## src/sv/evpz_pkg.sv

```systemverilog
// Shared types and constants for the eased view pan/zoom block.
package evpz_pkg;

   localparam int POS_W   = 19;
   localparam int ZOOM_W  = 18;
   localparam int LIM_W   = 10;
   localparam int ASP_W   = 16;
   localparam int SPAN_W  = 27;
   localparam int TICK_W  = 24;
   localparam int FRAC_Q  = 16;

   localparam logic [SPAN_W-1:0] MAX_SPAN = 27'd99999999;
   localparam logic [POS_W-1:0]  POS_MAX  = 19'h7FFFF;
   localparam logic [FRAC_Q:0]   T_ONE    = 17'h10000;

   localparam logic CMD_FOCUS = 1'b0;
   localparam logic CMD_TICK  = 1'b1;

   localparam logic [1:0] REG_MIN_ZOOM = 2'd0;
   localparam logic [1:0] REG_MAX_ZOOM = 2'd1;
   localparam logic [1:0] REG_ASPECT   = 2'd2;

   localparam int QUEUE_DEPTH = 4;
   localparam int QPTR_W      = 2;

   typedef struct packed {
      logic               command;
      logic [POS_W-1:0]   goal_x;
      logic [POS_W-1:0]   goal_y;
      logic signed [15:0] goal_zoom;
      logic signed [31:0] span_time;
      logic [TICK_W-1:0]  tick_time;
   } req_type;

   typedef struct packed {
      logic [POS_W-1:0]  eye_x;
      logic [POS_W-1:0]  eye_y;
      logic [ZOOM_W-1:0] view_zoom;
      logic              arrived;
   } rsp_type;

   // classified word passed from front to back
   typedef struct packed {
      logic              command;
      logic [POS_W-1:0]  aim_x;
      logic [POS_W-1:0]  aim_y;
      logic [LIM_W-1:0]  aim_zoom;
      logic [SPAN_W-1:0] span;
      logic [TICK_W-1:0] tick;
   } cmd_type;

   typedef struct packed {
      logic full;
      logic empty;
   } qstat_type;

endpackage

```

## src/sv/evpz_front.sv

```systemverilog
// Front section: takes request words, clamps focus parameters, queues commands.
module evpz_front
   import evpz_pkg::*;
#(
   parameter int WORLD_SIZE = 2048,
   parameter int FRAC_BITS  = 8
)
(
   input  logic             clock,
   input  logic             reset,
   input  logic             req_valid,
   output logic             req_stall,
   input  req_type          req_data,
   input  logic [LIM_W-1:0] min_zoom,
   input  logic [LIM_W-1:0] max_zoom,
   input  logic [ASP_W-1:0] aspect_ratio,
   input  qstat_type        qstat,
   output logic             push,
   output cmd_type          push_data
);

   localparam int PROD_W = LIM_W + ASP_W;
   localparam int HALF_W = PROD_W + FRAC_BITS;
   localparam int PW     = (HALF_W > 34 ? HALF_W : 34) + 2;
   localparam logic signed [PW-1:0] WORLD = PW'(longint'(WORLD_SIZE) << FRAC_BITS);

   typedef enum logic [1:0] {F_IDLE, F_CLAMP, F_PLACE} fstate_type;

   fstate_type          state_ff;
   req_type             item_ff;
   logic [LIM_W-1:0]    zoom_ff;
   logic [SPAN_W-1:0]   span_ff;
   logic [PROD_W-1:0]   prod_ff;
   logic [LIM_W-1:0]    zoom_in;
   logic signed [15:0]  zoom_lo;
   logic [SPAN_W-1:0]   span_in;
   logic [HALF_W-1:0]   half_x;
   logic signed [PW-1:0] half_xs, half_ys;

   function automatic logic [POS_W-1:0] place(input logic signed [PW-1:0] goal,
                                             input logic signed [PW-1:0] half);
      logic signed [PW-1:0] hi, c;
      hi = WORLD - half;
      if (half > hi) c = WORLD >>> 1;
      else if (goal < half) c = half;
      else if (goal > hi) c = hi;
      else c = goal;
      if (c < 0) c = '0;
      if (c > $signed({{(PW-POS_W){1'b0}}, POS_MAX})) c = {{(PW-POS_W){1'b0}}, POS_MAX};
      return c[POS_W-1:0];
   endfunction

   always_comb begin
      // lower limit first, then upper, so crossed limits resolve to max_zoom
      if ($signed(item_ff.goal_zoom) < $signed({6'b0, min_zoom}))
         zoom_lo = $signed({6'b0, min_zoom});
      else
         zoom_lo = item_ff.goal_zoom;
      if (zoom_lo > $signed({6'b0, max_zoom})) zoom_in = max_zoom;
      else zoom_in = zoom_lo[LIM_W-1:0];
      if (item_ff.span_time < 0) span_in = '0;
      else if (item_ff.span_time > $signed({5'b0, MAX_SPAN})) span_in = MAX_SPAN;
      else span_in = item_ff.span_time[SPAN_W-1:0];
   end

   assign half_x  = HALF_W'({prod_ff, {FRAC_BITS{1'b0}}} >> 12);
   assign half_xs = PW'(half_x);
   assign half_ys = PW'({zoom_ff, {FRAC_BITS{1'b0}}});

   assign req_stall = (state_ff != F_IDLE);
   assign push      = (state_ff == F_PLACE);

   always_comb begin
      push_data.command  = item_ff.command;
      push_data.aim_x    = place(PW'(item_ff.goal_x), half_xs);
      push_data.aim_y    = place(PW'(item_ff.goal_y), half_ys);
      push_data.aim_zoom = zoom_ff;
      push_data.span     = span_ff;
      push_data.tick     = item_ff.tick_time;
   end

   always_ff @(posedge clock) begin
      if (reset) begin
         state_ff <= F_IDLE;
      end else begin
         unique case (state_ff)
            F_IDLE: begin
               if (req_valid) begin
                  item_ff  <= req_data;
                  state_ff <= F_CLAMP;
               end
            end
            F_CLAMP: begin
               zoom_ff  <= zoom_in;
               span_ff  <= span_in;
               prod_ff  <= PROD_W'(zoom_in) * PROD_W'(aspect_ratio);
               state_ff <= F_PLACE;
            end
            F_PLACE: begin
               if (!qstat.full) state_ff <= F_IDLE;
            end
            default: state_ff <= F_IDLE;
         endcase
      end
   end

endmodule

```

## config.mk

```make
export PLATFORM = sky130hd
export DESIGN_NAME = evpz_front
export DESIGN_NICKNAME = d
export VERILOG_FILES = /design/src/sv/evpz_pkg.sv /design/src/sv/evpz_front.sv
export SDC_FILE = /design/constraint.sdc
export NUM_CORES = 1
export LEC_CHECK = 0
export ABC_CLOCK_PERIOD_IN_PS = 16129
export BUFFER_PORTS_ARGS = -buffer_cell sky130_fd_sc_hd__buf_2
export CAP_MARGIN = 20
export CORE_ASPECT_RATIO = 0.8
export CORE_MARGIN = 2
export CORE_UTILIZATION = 58
export CTS_BUF_LIST = sky130_fd_sc_hd__clkbuf_16
export CTS_CLUSTER_SIZE = 30
export DETAILED_ROUTE_END_ITERATION = 7
export MAX_ROUTING_LAYER = met4
export PLACE_DENSITY = 0.91
export SLEW_MARGIN = 20
export SYNTH_ARGS = -nofsm -noshare
export SYNTH_HDL_FRONTEND = slang
export SYNTH_SLANG_ARGS = --single-unit
```

## constraint.sdc

```tcl
create_clock -name clock -period 16.13 [get_ports clock]
set_input_delay 0 -clock clock [delete_from_list [all_inputs] [get_ports clock]]
set_output_delay 0 -clock clock [all_outputs]
set_load 0.02 [all_outputs]
```

== After elaboration in Yosys (flattened, before gate mapping) ==
Cells that the tools add are included.
Operators by class
  muxes and demuxes: 16
  order comparisons: 14
  bitwise gates (word level): 1
  reduce and logical (&&, ||, !) cells: 6
  equality and inequality tests: 4
  add/subtract/negate cells: 2
  $mul: 1
Operators with widths (count)
  2-to-1 mux 36 bit: 8
  > comparator 36 x 20 -> 1 bit, second input constant: 2
  < comparator 36 x 1 -> 1 bit, second input constant: 2
  2-to-1 mux 19 bit: 2
  > comparator 32 x 28 -> 1 bit, second input constant: 1
  < comparator 32 x 1 -> 1 bit, second input constant: 1
  2-to-1 mux 27 bit: 1
  multiplier 10 x 16 -> 26 bit: 1
  > comparator 20 x 23 -> 1 bit: 1
  > comparator 23 bit: 1
  subtractor 20 x 22 -> 23 bit, first input constant: 1
  < comparator 19 x 22 -> 1 bit: 1
  > comparator 19 x 21 -> 1 bit: 1
  > comparator 20 x 21 -> 1 bit: 1
  subtractor 20 x 18 -> 21 bit, first input constant: 1
  < comparator 19 x 18 -> 1 bit: 1
  > comparator 16 x 11 -> 1 bit: 1
  < comparator 16 x 11 -> 1 bit: 1
  2-to-1 mux 16 bit: 1
  2-to-1 mux 10 bit: 1
  case mux 2 bit (3 select lines): 1
  2-to-1 mux 2 bit: 2
  != test 2 bit, second input constant: 2
  AND reduction 2 bit: 2
  7 further kinds: 7
Storage, ports and cells
  register bits: 176
  logic and storage cells: 55
  bits of input ports: 152

== Longest topological paths before layout ==
Gate-level depths: netlist of the first run.
  depth in word-level cells: 9
  gate-level depth with buffers: 42

== Worst setup path after synthesis of the first run ==
OpenSTA, ideal clock, no wires.
  kind: reg2reg
  start point: register state_ff[0]
  end point: register item_ff[100] (netlist name), enable pin
  stages on the path, launching flop included: 2
  slack: 3.488 ns
  data required time: 15.233 ns
  clock period less this slack: 12.642 ns
  setup time: 0.897 ns
  buffers on the path: 0
  arrival: 11.744 ns
  cell sequence: dfxtp_1 > nor4b_1
Between the ends
  cells in the longest elaborated chain, start to end: 2
RTL lines
  start: declaration: line evpz_front.sv:29  | fstate_type state_ff;
  start signal: assignment: line evpz_front.sv:84  | state_ff <= F_IDLE;
  start signal: assignment: line evpz_front.sv:90  | state_ff <= F_CLAMP;
  start signal: assignment: line evpz_front.sv:97  | state_ff <= F_PLACE;
  logical NOT 2 bit: line evpz_front.sv:86  | unique case (state_ff)
  AND reduction 3 bit (no line)
  end signal: assignment: line evpz_front.sv:89  | item_ff <= req_data;
  end: declaration: line evpz_front.sv:30  | req_type item_ff;
Every way passes these cells.
A chain may end at the register's enable or synchronous reset.

== Final worst setup path of the first run ==
  start point: register item_ff[57] (netlist name)
  end point: register prod_ff[25], data pin
Between the ends
  cells in the longest elaborated chain, start to end: 5
RTL lines
  < comparator 16 x 11 -> 1 bit: line evpz_front.sv:55  | if ($signed(item_ff.goal_zoom) < $signed({6'b0, min_zoom}))
  2-to-1 mux 16 bit *: line evpz_front.sv:55
  > comparator 16 x 11 -> 1 bit: line evpz_front.sv:59  | if (zoom_lo > $signed({6'b0, max_zoom})) zoom_in = max_zoom;
  2-to-1 mux 10 bit *: line evpz_front.sv:59
  multiplier 10 x 16 -> 26 bit *: line evpz_front.sv:96  | prod_ff <= PROD_W'(zoom_in) * PROD_W'(aspect_ratio);
  end signal: assignment: line evpz_front.sv:96
  end: declaration: line evpz_front.sv:33  | logic [PROD_W-1:0] prod_ff;
Every way passes the cells marked *; elsewhere a longest branch is shown, timed or not.

==> results of run 1 <==
-- metrics by stage --
stage               setup WS (ns)  util (%)  hold slack (ns)
global route                5.343     71.23           0.1686
global placement            5.841     64.37           0.1761
finish                      5.891     71.23           0.1588
CTS                         5.967     71.19           0.1423
floorplan                   3.488         -          0.07238
detailed placement          6.012     64.39           0.1781
-- flip-flops by register name (all words and copies together) (netlist names) --
signal,count
item_ff,86
span_ff,27
push_data,25
prod_ff,22
zoom_ff,10
state_ff,2
-- kinds of logic (layout without fill, tap and decap cells) --
logic type | after synthesis | after routing | synth area share [%]
other cells | 0 | 2 | 0
buf+inv | 291 | 630 | 8.358
mux | 34 | 34 | 2.382
simple gates | 409 | 409 | 14.37
fa+ha+maj | 267 | 267 | 27.98
xor+xnor | 40 | 40 | 2.357
flops | 172 | 172 | 34.61
compound gates | 212 | 212 | 9.949
-- cells in the final DEF, fill, tap and decap left out, types with 6 or more instances in the layout --
master	instances
buf_2	252
inv_1	216
edfxtp_1	170
ha_1	158
nand2_1	134
dlygate4sd3_1	114
fa_1	109
and2_1	96
a21oi_1	62
nor2_1	51
o21ai_0	27
nor3_1	24
mux2i_1	23
xnor2_1	23
o311a_1	18
a211oi_1	17
xor2_1	17
clkbuf_16	17
buf_4	16
nand4_1	15
o21a_1	15
nor2b_1	14
or3_1	14
nand3_1	13
a21o_1	12
o211ai_1	11
mux2_2	11
nand2b_1	6
a31oi_1	6
-- worst min-delay path: stages --
cell and delay [ns]:
buf_2 0.09, inv_1 0.08, a21oi_2 0.20
-- metal layers --
metal	wire length (um)	up-vias	share of wire, %
met4	1465	0	3.7
met3	2987	104	7.5
li1	-	5521	-
met1	16100	5787	40
met5	0	-	0
met2	19280	610	48
-- worst paths after layout --
path | start | end | slack, ns | depth (start not counted)
worst max-delay path | item_ff[57]$_DFFE_PP_ | prod_ff[25]$_DFFE_PP_ | 5.89 | 35
worst min-delay path | max_zoom[5] | zoom_ff[5]$_DFFE_PP_ | 0.16 | 3
worst max register to register | item_ff[57]$_DFFE_PP_ | prod_ff[25]$_DFFE_PP_ | 5.89 | 35
worst min register to register | item_ff[35]$_DFFE_PP_ | span_ff[11]$_SDFFCE_PP0P_ | 0.56 | 1
-- report_power, final --
| group | internal [mW] | switching [mW] | leakage, nW |
|---|---|---|---|
| combinational | 0.792 | 1.11 | 6.41 |
| clock | 0.206 | 0.203 | 0.278 |
| sequential | 0.621 | 0.0583 | 1.58 |
| total | 1.62 | 1.37 | 8.26 |
-- layout make-up --
type / instances / area, um2 / area share, %
Antenna cell: 2 / 5.005 / 0.02783
Tap cell: 324 / 405.4 / 2.255
Multi-Input combinational cell: 962 / 8517 / 47.37
Timing Repair Buffer: 382 / 2522 / 14.03
Clock buffer: 17 / 425.4 / 2.366
Sequential cell: 172 / 5145 / 28.61
Inverter: 216 / 810.8 / 4.509
Clock inverter: 15 / 150.1 / 0.8350
==> impl_metrics.yaml, run 1 <==
critical_path:
  slowest_delay_ns: 0.58
  crit_required_ns: 16.31
  end_kind: "flip-flop"
  worstSetupPathType: "flip-flop to flip-flop"
  cp_slowest_cell: "a21oi_2"
  worst-path-buf-inv: 3
  worstPathArrival_ns: 10.42
  cpMostUsedCell: "fa_1"
  cp_max_fo: 23
  crit_family: "adder cells"
  cp-start-kind: "flip-flop"
yosys:
  synth-seq-area-share_pct: 34.61
  post-synth-top-count-cell: "inv_1"
  ys_warn_count: 0
  synth_common_cells: "inv_1, edfxtp_1, ha_1"
  ys.flop_type: "edfxtp_1"
  synthCells: 1425
  syn_area_um2: 14870
  synth.distinct_cells: 73
  synth-seq-cells: 172
  synthArstFlopShare_pct: 0
  synth_top_area_cell: "edfxtp_1"
  synth_fp_nets: 1844
  synth_edf_count: 170
  syn_avg_cell_area_um2: 10.43
  synth_top_area_share_pct: 34.34
  synth_area_leaders: "edfxtp_1, fa_1, ha_1"
layout:
  fillCellCount: 1716
  area_growth_pct: 20.96
  layout.nets: 2170
  design_area_um2: 17980
  drive_gt1_share_pct: 19.16
  stdcell_count: 2090
detailed_routing:
  vias: 12020
  drtAntennaViolNets: 0
  drtPass1Iterations: 8
  wl_um: 39840
  drt_iter0_drc: 966
  wl_per_cell_um: 19.06
  vias_per_cell: 5.752
  drc: 2
placed_design:
  portBuffers: 252
  gp_congestion: 0.9229
  place_hpwl_um: 27890
  dp_cells: 1942
  place_area_um2: 16250
grt:
  track_usage_pct: 30.74
  busiest_layer: "met2"
  grt_pass1_vias: 12360
  grt_pass1_wl_um: 63130
  antenna_found_initial: 2
  gr-total-overflow: 0
  use_met3_pct: 4.834
  grt_use_met1_pct: 38.88
  grt_max_degree: 73
  met2_usage_pct: 50.25
clock_tree:
  postCtsHoldBufs: 114
  postCtsSetupBuffers: 0
  clk_pin_slew_worst_paths_ns: 0.08
  clockRootBuffer: "clkbuf_16"
  htreeDepth: 4
  clk_latency_ns: 0.44
  cts_tree: "built"
  cts_inserted_buffers: 17
  cts_sinks: 172
  cts_resized: 0
  clock_path_buffers: 2
sta:
  finalSetupViolCount: 0
  tns_ns: 0
  relSlewSlack_pct: 31.91
  final-hold-violation-count: 0
  fin_skew_ns: 0.01254
  worst_slew_pin_slew_ns: 1.021
  timing.fmax_ghz: 0.09767
  fin_crit_ns: 10.24
  rsz0062_at_grt: "false"
  final-max-slew-violation-count: 0
  finalCritPeriodShare_pct: 63.48
outcome:
  violations: "DRC"
  status: "finished, violations left"
floorplan:
  core_um2: 25240
  design.die.area_um2: 26930
  row_count: 52
  start_util_pct: 58.89
  io_pins: 254
  die_w_um: 183.0
  fp.dieH_um: 147.2
job:
  maxCapViolCount: 0
worst_hold_path:
  min_path_type: "input port to flip-flop"
power:
  ir_worst_vdd_uv: 241.4
  powerDensity_nw_per_um2: 166.1
  p_leak_nw: 8.261
  p_total_mw: 2.987
Power figures use the tool's default switching activity.
==> run 2, diff against run 1 <==
--- a/config.mk
+++ b/config.mk
@@ -5,17 +5,17 @@
 export SDC_FILE = /design/constraint.sdc
 export NUM_CORES = 1
 export LEC_CHECK = 0
-export ABC_CLOCK_PERIOD_IN_PS = 16129
+export ABC_CLOCK_PERIOD_IN_PS = 8800
 export BUFFER_PORTS_ARGS = -buffer_cell sky130_fd_sc_hd__buf_2
 export CAP_MARGIN = 20
 export CORE_ASPECT_RATIO = 0.8
 export CORE_MARGIN = 2
-export CORE_UTILIZATION = 58
+export CORE_UTILIZATION = 53
 export CTS_BUF_LIST = sky130_fd_sc_hd__clkbuf_16
 export CTS_CLUSTER_SIZE = 30
 export DETAILED_ROUTE_END_ITERATION = 7
 export MAX_ROUTING_LAYER = met4
-export PLACE_DENSITY = 0.91
+export PLACE_DENSITY = 0.88
 export SLEW_MARGIN = 20
 export SYNTH_ARGS = -nofsm -noshare
 export SYNTH_HDL_FRONTEND = slang
==> constraint.sdc (replaced) <==
create_clock -name clock -period 8.8 [get_ports clock]
set_input_delay 0 -clock clock [delete_from_list [all_inputs] [get_ports clock]]
set_output_delay 0 -clock clock [all_outputs]
set_load 0.02 [all_outputs]
==> impl_metrics.yaml, run 2 (synthesized netlist as in run 1, its figures left out) <==
detailed_routing:
  drc: 0
  drtPass1Iterations: 6
  drt_iter0_drc: 744
  wl_um: 40810
  drtAntennaViolNets: 0
  vias_per_cell: 5.548
  vias: 12260
  wl_per_cell_um: 18.46
worst_hold_path:
  hp-start: "max_zoom[0]"
  hold-path-cell-count: 3
  hold_path_end: "zoom_ff[0]$_DFFE_PP_"
  min_path_type: "input port to flip-flop"
sta:
  fin_skew_ns: 0.01128
  final-max-slew-violation-count: 0
  rsz0062_at_grt: "true"
  tns_ns: -1.116
  relSlewSlack_pct: 39.62
  fin_crit_ns: 9.020
  setup_ws_ns: -0.2200
  final-hold-violation-count: 0
  finalCritPeriodShare_pct: 102.5
  timing.fmax_ghz: 0.1109
  worst_slew_pin_slew_ns: 0.9057
  finalSetupViolCount: 10
clock_tree:
  htreeDepth: 4
  clk_latency_ns: 0.44
  clock_path_buffers: 2
  cts_tree: "built"
  clk_pin_slew_worst_paths_ns: 0.07
  clockRootBuffer: "clkbuf_16"
  cts_sinks: 172
  cts_inserted_buffers: 17
layout:
  fillCellCount: 1910
  finish.utilization_pct: 70.16
  regArea_um2: 5145
  layout.nets: 2249
  drive_gt1_share_pct: 26.80
  largest-register: "item_ff"
  largest_reg_flops: 86
  stdcell_count: 2210
  layout_common_cells: "buf_2, inv_1, edfxtp_1, ha_1, nand2_1"
  layout_commonest_cell: "buf_2"
  multiInputGateArea_um2: 9110
  area_growth_pct: 29.46
grt:
  grt_max_degree: 71
  gr-total-overflow: 0
  grt_pass1_wl_um: 63080
  track_usage_pct: 28.18
  grt_pass1_vias: 12680
  antenna_found_initial: 3
power:
  ir_worst_vdd_uv: 325.7
  powerDensity_nw_per_um2: 325.0
  p_leak_nw: 8.716
floorplan:
  die_w_um: 191.2
  design.die.area_um2: 29410
  fp.dieH_um: 153.8
  row_count: 54
  io_pins: 254
  core_um2: 27430
  start_util_pct: 54.19
critical_path:
  worstPathArrival_ns: 9.19
  cp_max_fo: 7
  r2r-end: "prod_ff[21]$_DFFE_PP_"
  slowest_delay_ns: 0.55
  worstSetupPathType: "flip-flop to flip-flop"
  end_kind: "flip-flop"
  r2r_slack_ns: -0.22
  r2r_start: "item_ff[57]$_DFFE_PP_"
  r2r_cells: 39
  cp_slowest_cell: "or4_4"
  worst-path-buf-inv: 9
  cpMostUsedCell: "fa_1"
  crit_family: "adder cells"
  cp-start-kind: "flip-flop"
  crit_required_ns: 8.97
placed_design:
  dp_cells: 2028
  gp_congestion: 0.9842
  portBuffers: 252
  place_hpwl_um: 28530
job:
  maxCapViolCount: 0
outcome:
  violations: "setup timing"
  status: "finished, violations left"
[run 2: changes by cell type in the layout (fill, tap and decap cells not counted), sizes merged]
cell         before  now
inv             224  220
o211a             3    5
clkinv            5    8
buf             268  344
dlygate4sd3     114  115
diode             2    3
clkinvlp          2    3
[run 2: timing repair]
action / CTS / global route
cloned: 2 / 0
endpoints found under the hold margin: 113 / 0
buffers inserted: 19 / 13
endpoints found under the setup margin: 11 / 14
pin swaps: 68 / 34
hold buffers: 115 / 0
resized for setup: 49 / 43
[run 2: power by group]
part	internal (mW)	switching (mW)	leakage, nW
registers	1.14	0.0944	1.58
logic	2.04	2.27	6.88
clock network	0.365	0.349	0.262
[run 2: how the worst max path moves through the flow]
stage / startpoint / endpoint / slack, ns / depth (start not counted)
floorplan: item_ff[57]$_DFFE_PP_ / prod_ff[20]$_DFFE_PP_ / 0.02 / 36
global route: item_ff[57]$_DFFE_PP_ / prod_ff[21]$_DFFE_PP_ / -0.52 / 39
CTS: item_ff[57]$_DFFE_PP_ / prod_ff[25]$_DFFE_PP_ / -0.05 / 37
global placement: item_ff[57]$_DFFE_PP_ / prod_ff[25]$_DFFE_PP_ / -0.04 / 37
detailed placement: item_ff[57]$_DFFE_PP_ / prod_ff[25]$_DFFE_PP_ / -0.30 / 38
finish: item_ff[57]$_DFFE_PP_ / prod_ff[21]$_DFFE_PP_ / -0.22 / 39
[run 2: cell type report]
class	count	area share, %
Clock buffer	17	2.211
Timing Repair Buffer	459	16.48
Multi-Input combinational cell	964	47.34
Inverter	216	4.213
Tap cell	364	2.367
Antenna cell	3	0.03901
Sequential cell	172	26.73
Clock inverter	15	0.6176
[run 2: stage by stage]
stage / area (um2) / power [mW] / worst slack, ns / hold slack [ns]
final: 19240 / 6.255 / -0.2200 / 0.1370
after global placement: 16840 / 4.683 / -0.03887 / 0.1761
after global routing: 19240 / 6.763 / -0.5184 / 0.1116
after CTS: 18940 / 5.887 / -0.04861 / 0.05816
after detailed placement: 16840 / 4.911 / -0.3015 / 0.1781
after floorplan: 15160 / 3.845 / 0.02056 / 0.07238
[run 2: metal layers]
metal | vias up | global-route usage, % | wire length (um)
met2 | 590 | 45.68 | 19960
met5 | - | - | 0
met4 | 0 | 10.04 | 1139
met3 | 98 | 6.505 | 3584
met1 | 5888 | 34.59 | 16120
li1 | 5686 | - | -
[run 2: worst reg2reg max path, delay by kind of cell, from the launching register on]
kind / cells / cell delay [ns]
adder cells (fa/ha/maj): 9 / 3.72
AO/OA/AOI/OAI: 15 / 2.55
buffers and inverters: 9 / 1.03
AND/OR/NAND/NOR: 5 / 0.86
flip-flops: 1 / 0.41
multiplexers: 1 / 0.16
==> run 3, diff against run 2 <==
--- a/config.mk
+++ b/config.mk
@@ -20,3 +20,4 @@
 export SYNTH_ARGS = -nofsm -noshare
 export SYNTH_HDL_FRONTEND = slang
 export SYNTH_SLANG_ARGS = --single-unit
+export TNS_END_PERCENT = 1
==> impl_metrics.yaml, run 3 (synthesized netlist as in run 1, its figures left out) <==
outcome:
  status: "finished, violations left"
  violations: "setup timing"
placed_design:
  portBuffers: 252
  place_area_um2: 16780
  place_hpwl_um: 29320
  gp_congestion: 0.9720
detailed_routing:
  wl_per_cell_um: 18.54
  vias: 12580
  vias_per_cell: 5.673
  drc: 0
  drt_iter0_drc: 1067
  drtAntennaViolNets: 0
  wl_um: 41110
  drtPass1Iterations: 6
layout:
  regArea_um2: 5145
  fillCellCount: 1914
  layout.nets: 2258
  layout_common_cells: "buf_2, inv_1, edfxtp_1, ha_1, nand2_1"
  area_growth_pct: 28.35
  drive_gt1_share_pct: 25.27
  layout_commonest_cell: "buf_2"
  largest-register: "item_ff"
  design_area_um2: 19080
  largest_reg_flops: 86
  multiInputGateArea_um2: 8848
critical_path:
  cpMostUsedCell: "fa_1"
  crit_required_ns: 8.99
  r2r_cells: 39
  slowest_delay_ns: 0.54
  end_kind: "flip-flop"
  cp-start-kind: "flip-flop"
  r2r_slack_ns: -0.22
  worstPathArrival_ns: 9.22
  worstSetupPathType: "flip-flop to flip-flop"
  r2r-end: "prod_ff[25]$_DFFE_PP_"
  r2r_start: "item_ff[57]$_DFFE_PP_"
  cp_max_fo: 8
  cp_slowest_cell: "fa_1"
sta:
  rsz0062_at_grt: "true"
  timing.fmax_ghz: 0.1108
  worst_slew_pin_slew_ns: 0.9814
  final-hold-violation-count: 0
  setup_ws_ns: -0.2229
  final-max-slew-violation-count: 0
  fin_crit_ns: 9.023
  holdWs_ns: 0.2051
  relSlewSlack_pct: 34.57
  fin_skew_ns: 0.01291
  finalCritPeriodShare_pct: 102.5
  finalSetupViolCount: 11
clock_tree:
  htreeDepth: 4
  cts_sinks: 172
  clock_path_buffers: 2
  clk_latency_ns: 0.45
  clk_pin_slew_worst_paths_ns: 0.08
  cts_inserted_buffers: 17
  clockRootBuffer: "clkbuf_16"
  cts_tree: "built"
worst_hold_path:
  hp-start: "max_zoom[0]"
  hold-path-cell-count: 4
  hold_path_end: "zoom_ff[0]$_DFFE_PP_"
  min_path_type: "input port to flip-flop"
floorplan:
  fp.dieH_um: 153.8
  die_w_um: 191.2
  row_count: 54
  io_pins: 254
  design.die.area_um2: 29410
  core_um2: 27430
  start_util_pct: 54.19
grt:
  track_usage_pct: 28.93
  grt_pass1_vias: 13070
  grt_max_degree: 73
  grt_pass1_wl_um: 65140
  antenna_found_initial: 0
  gr-total-overflow: 0
power:
  ir_worst_vdd_uv: 544.4
  p_leak_nw: 8.758
  powerDensity_nw_per_um2: 332.8
job:
  maxCapViolCount: 0
run 3: cell types whose count changed in the layout (fill, tap and decap cells not counted), sizes merged:
| cell | previous run | this run |
|---|---|---|
| buf | 344 | 354 |
| diode | 3 | 1 |
| clkinvlp | 3 | 1 |
| dlygate4sd3 | 115 | 114 |
| clkinv | 8 | 10 |
run 3: routing by layer:
| layer | wire, um | GRT usage, % |
|---|---|---|
| met4 | 1461 | 11.21 |
| met3 | 3006 | 4.930 |
| met5 | 0 | - |
| met1 | 16440 | 35.75 |
| met2 | 20200 | 47.50 |
run 3: per-stage QoR:
| stage | util, % | total power [mW] | std cells | worst slack [ns] | setup TNS, ns |
|---|---|---|---|---|---|
| 5_1_grt | 69.54 | 6.806 | 2216 | -0.6142 | -6.548 |
| 2_1_floorplan | - | 3.752 | 1425 | -0.7881 | -6.523 |
| 6_report | 69.55 | 6.350 | 2217 | -0.2229 | -1.259 |
| 3_5_place_dp | 61.18 | 5.106 | 2045 | -0.6218 | -4.985 |
| 4_1_cts | 69.27 | 6.148 | 2212 | -0.05516 | -0.08924 |
| 3_3_place_gp | 61.18 | 4.946 | 2045 | -0.3817 | -2.029 |
run 3: timing repair:
action,CTS,global route
hold endpoints to repair,113,0
setup buffers,19,3
endpoints found under the setup margin,14,15
pin swaps,46,8
resized for setup,58,7
gates cloned,2,0
hold buffers,114,0
run 3: worst max path at each step:
stage	startpoint	end	slack [ns]	cells past startpoint
finish	item_ff[57]$_DFFE_PP_	prod_ff[25]$_DFFE_PP_	-0.22	39
global route	item_ff[57]$_DFFE_PP_	prod_ff[25]$_DFFE_PP_	-0.61	38
CTS	item_ff[57]$_DFFE_PP_	prod_ff[25]$_DFFE_PP_	-0.06	42
detailed placement	item_ff[57]$_DFFE_PP_	prod_ff[25]$_DFFE_PP_	-0.62	35
global placement	item_ff[57]$_DFFE_PP_	prod_ff[25]$_DFFE_PP_	-0.38	35
floorplan	item_ff[57]$_DFFE_PP_	prod_ff[25]$_DFFE_PP_	-0.79	36
run 3: where the power goes:
group	leakage [nW]	internal [mW]	switching (mW)	total (mW)
Combinational	6.89	2.04	2.30	4.34
Sequential	1.58	1.14	0.104	1.24
Clock	0.294	0.387	0.382	0.769
Total	8.76	3.56	2.79	6.35
run 3: worst max-delay path: cells and delay by family (launching register included):
family / cells / cell delay [ns]
flip-flops: 1 / 0.40
AND/OR/NAND/NOR: 6 / 0.68
AO/OA/AOI/OAI: 16 / 2.94
adder cells (fa/ha/maj): 9 / 3.56
buffers and inverters: 7 / 0.85
multiplexers: 1 / 0.31
run 3: area by class of cell:
class | instances | share of cell area (%)
Inverter | 216 | 4.249
Antenna cell | 1 | 0.01312
Clock buffer | 17 | 2.230
Sequential cell | 172 | 26.97
Clock inverter | 15 | 1.036
Tap cell | 364 | 2.387
Timing Repair Buffer | 468 | 16.74
Multi-Input combinational cell | 964 | 46.38
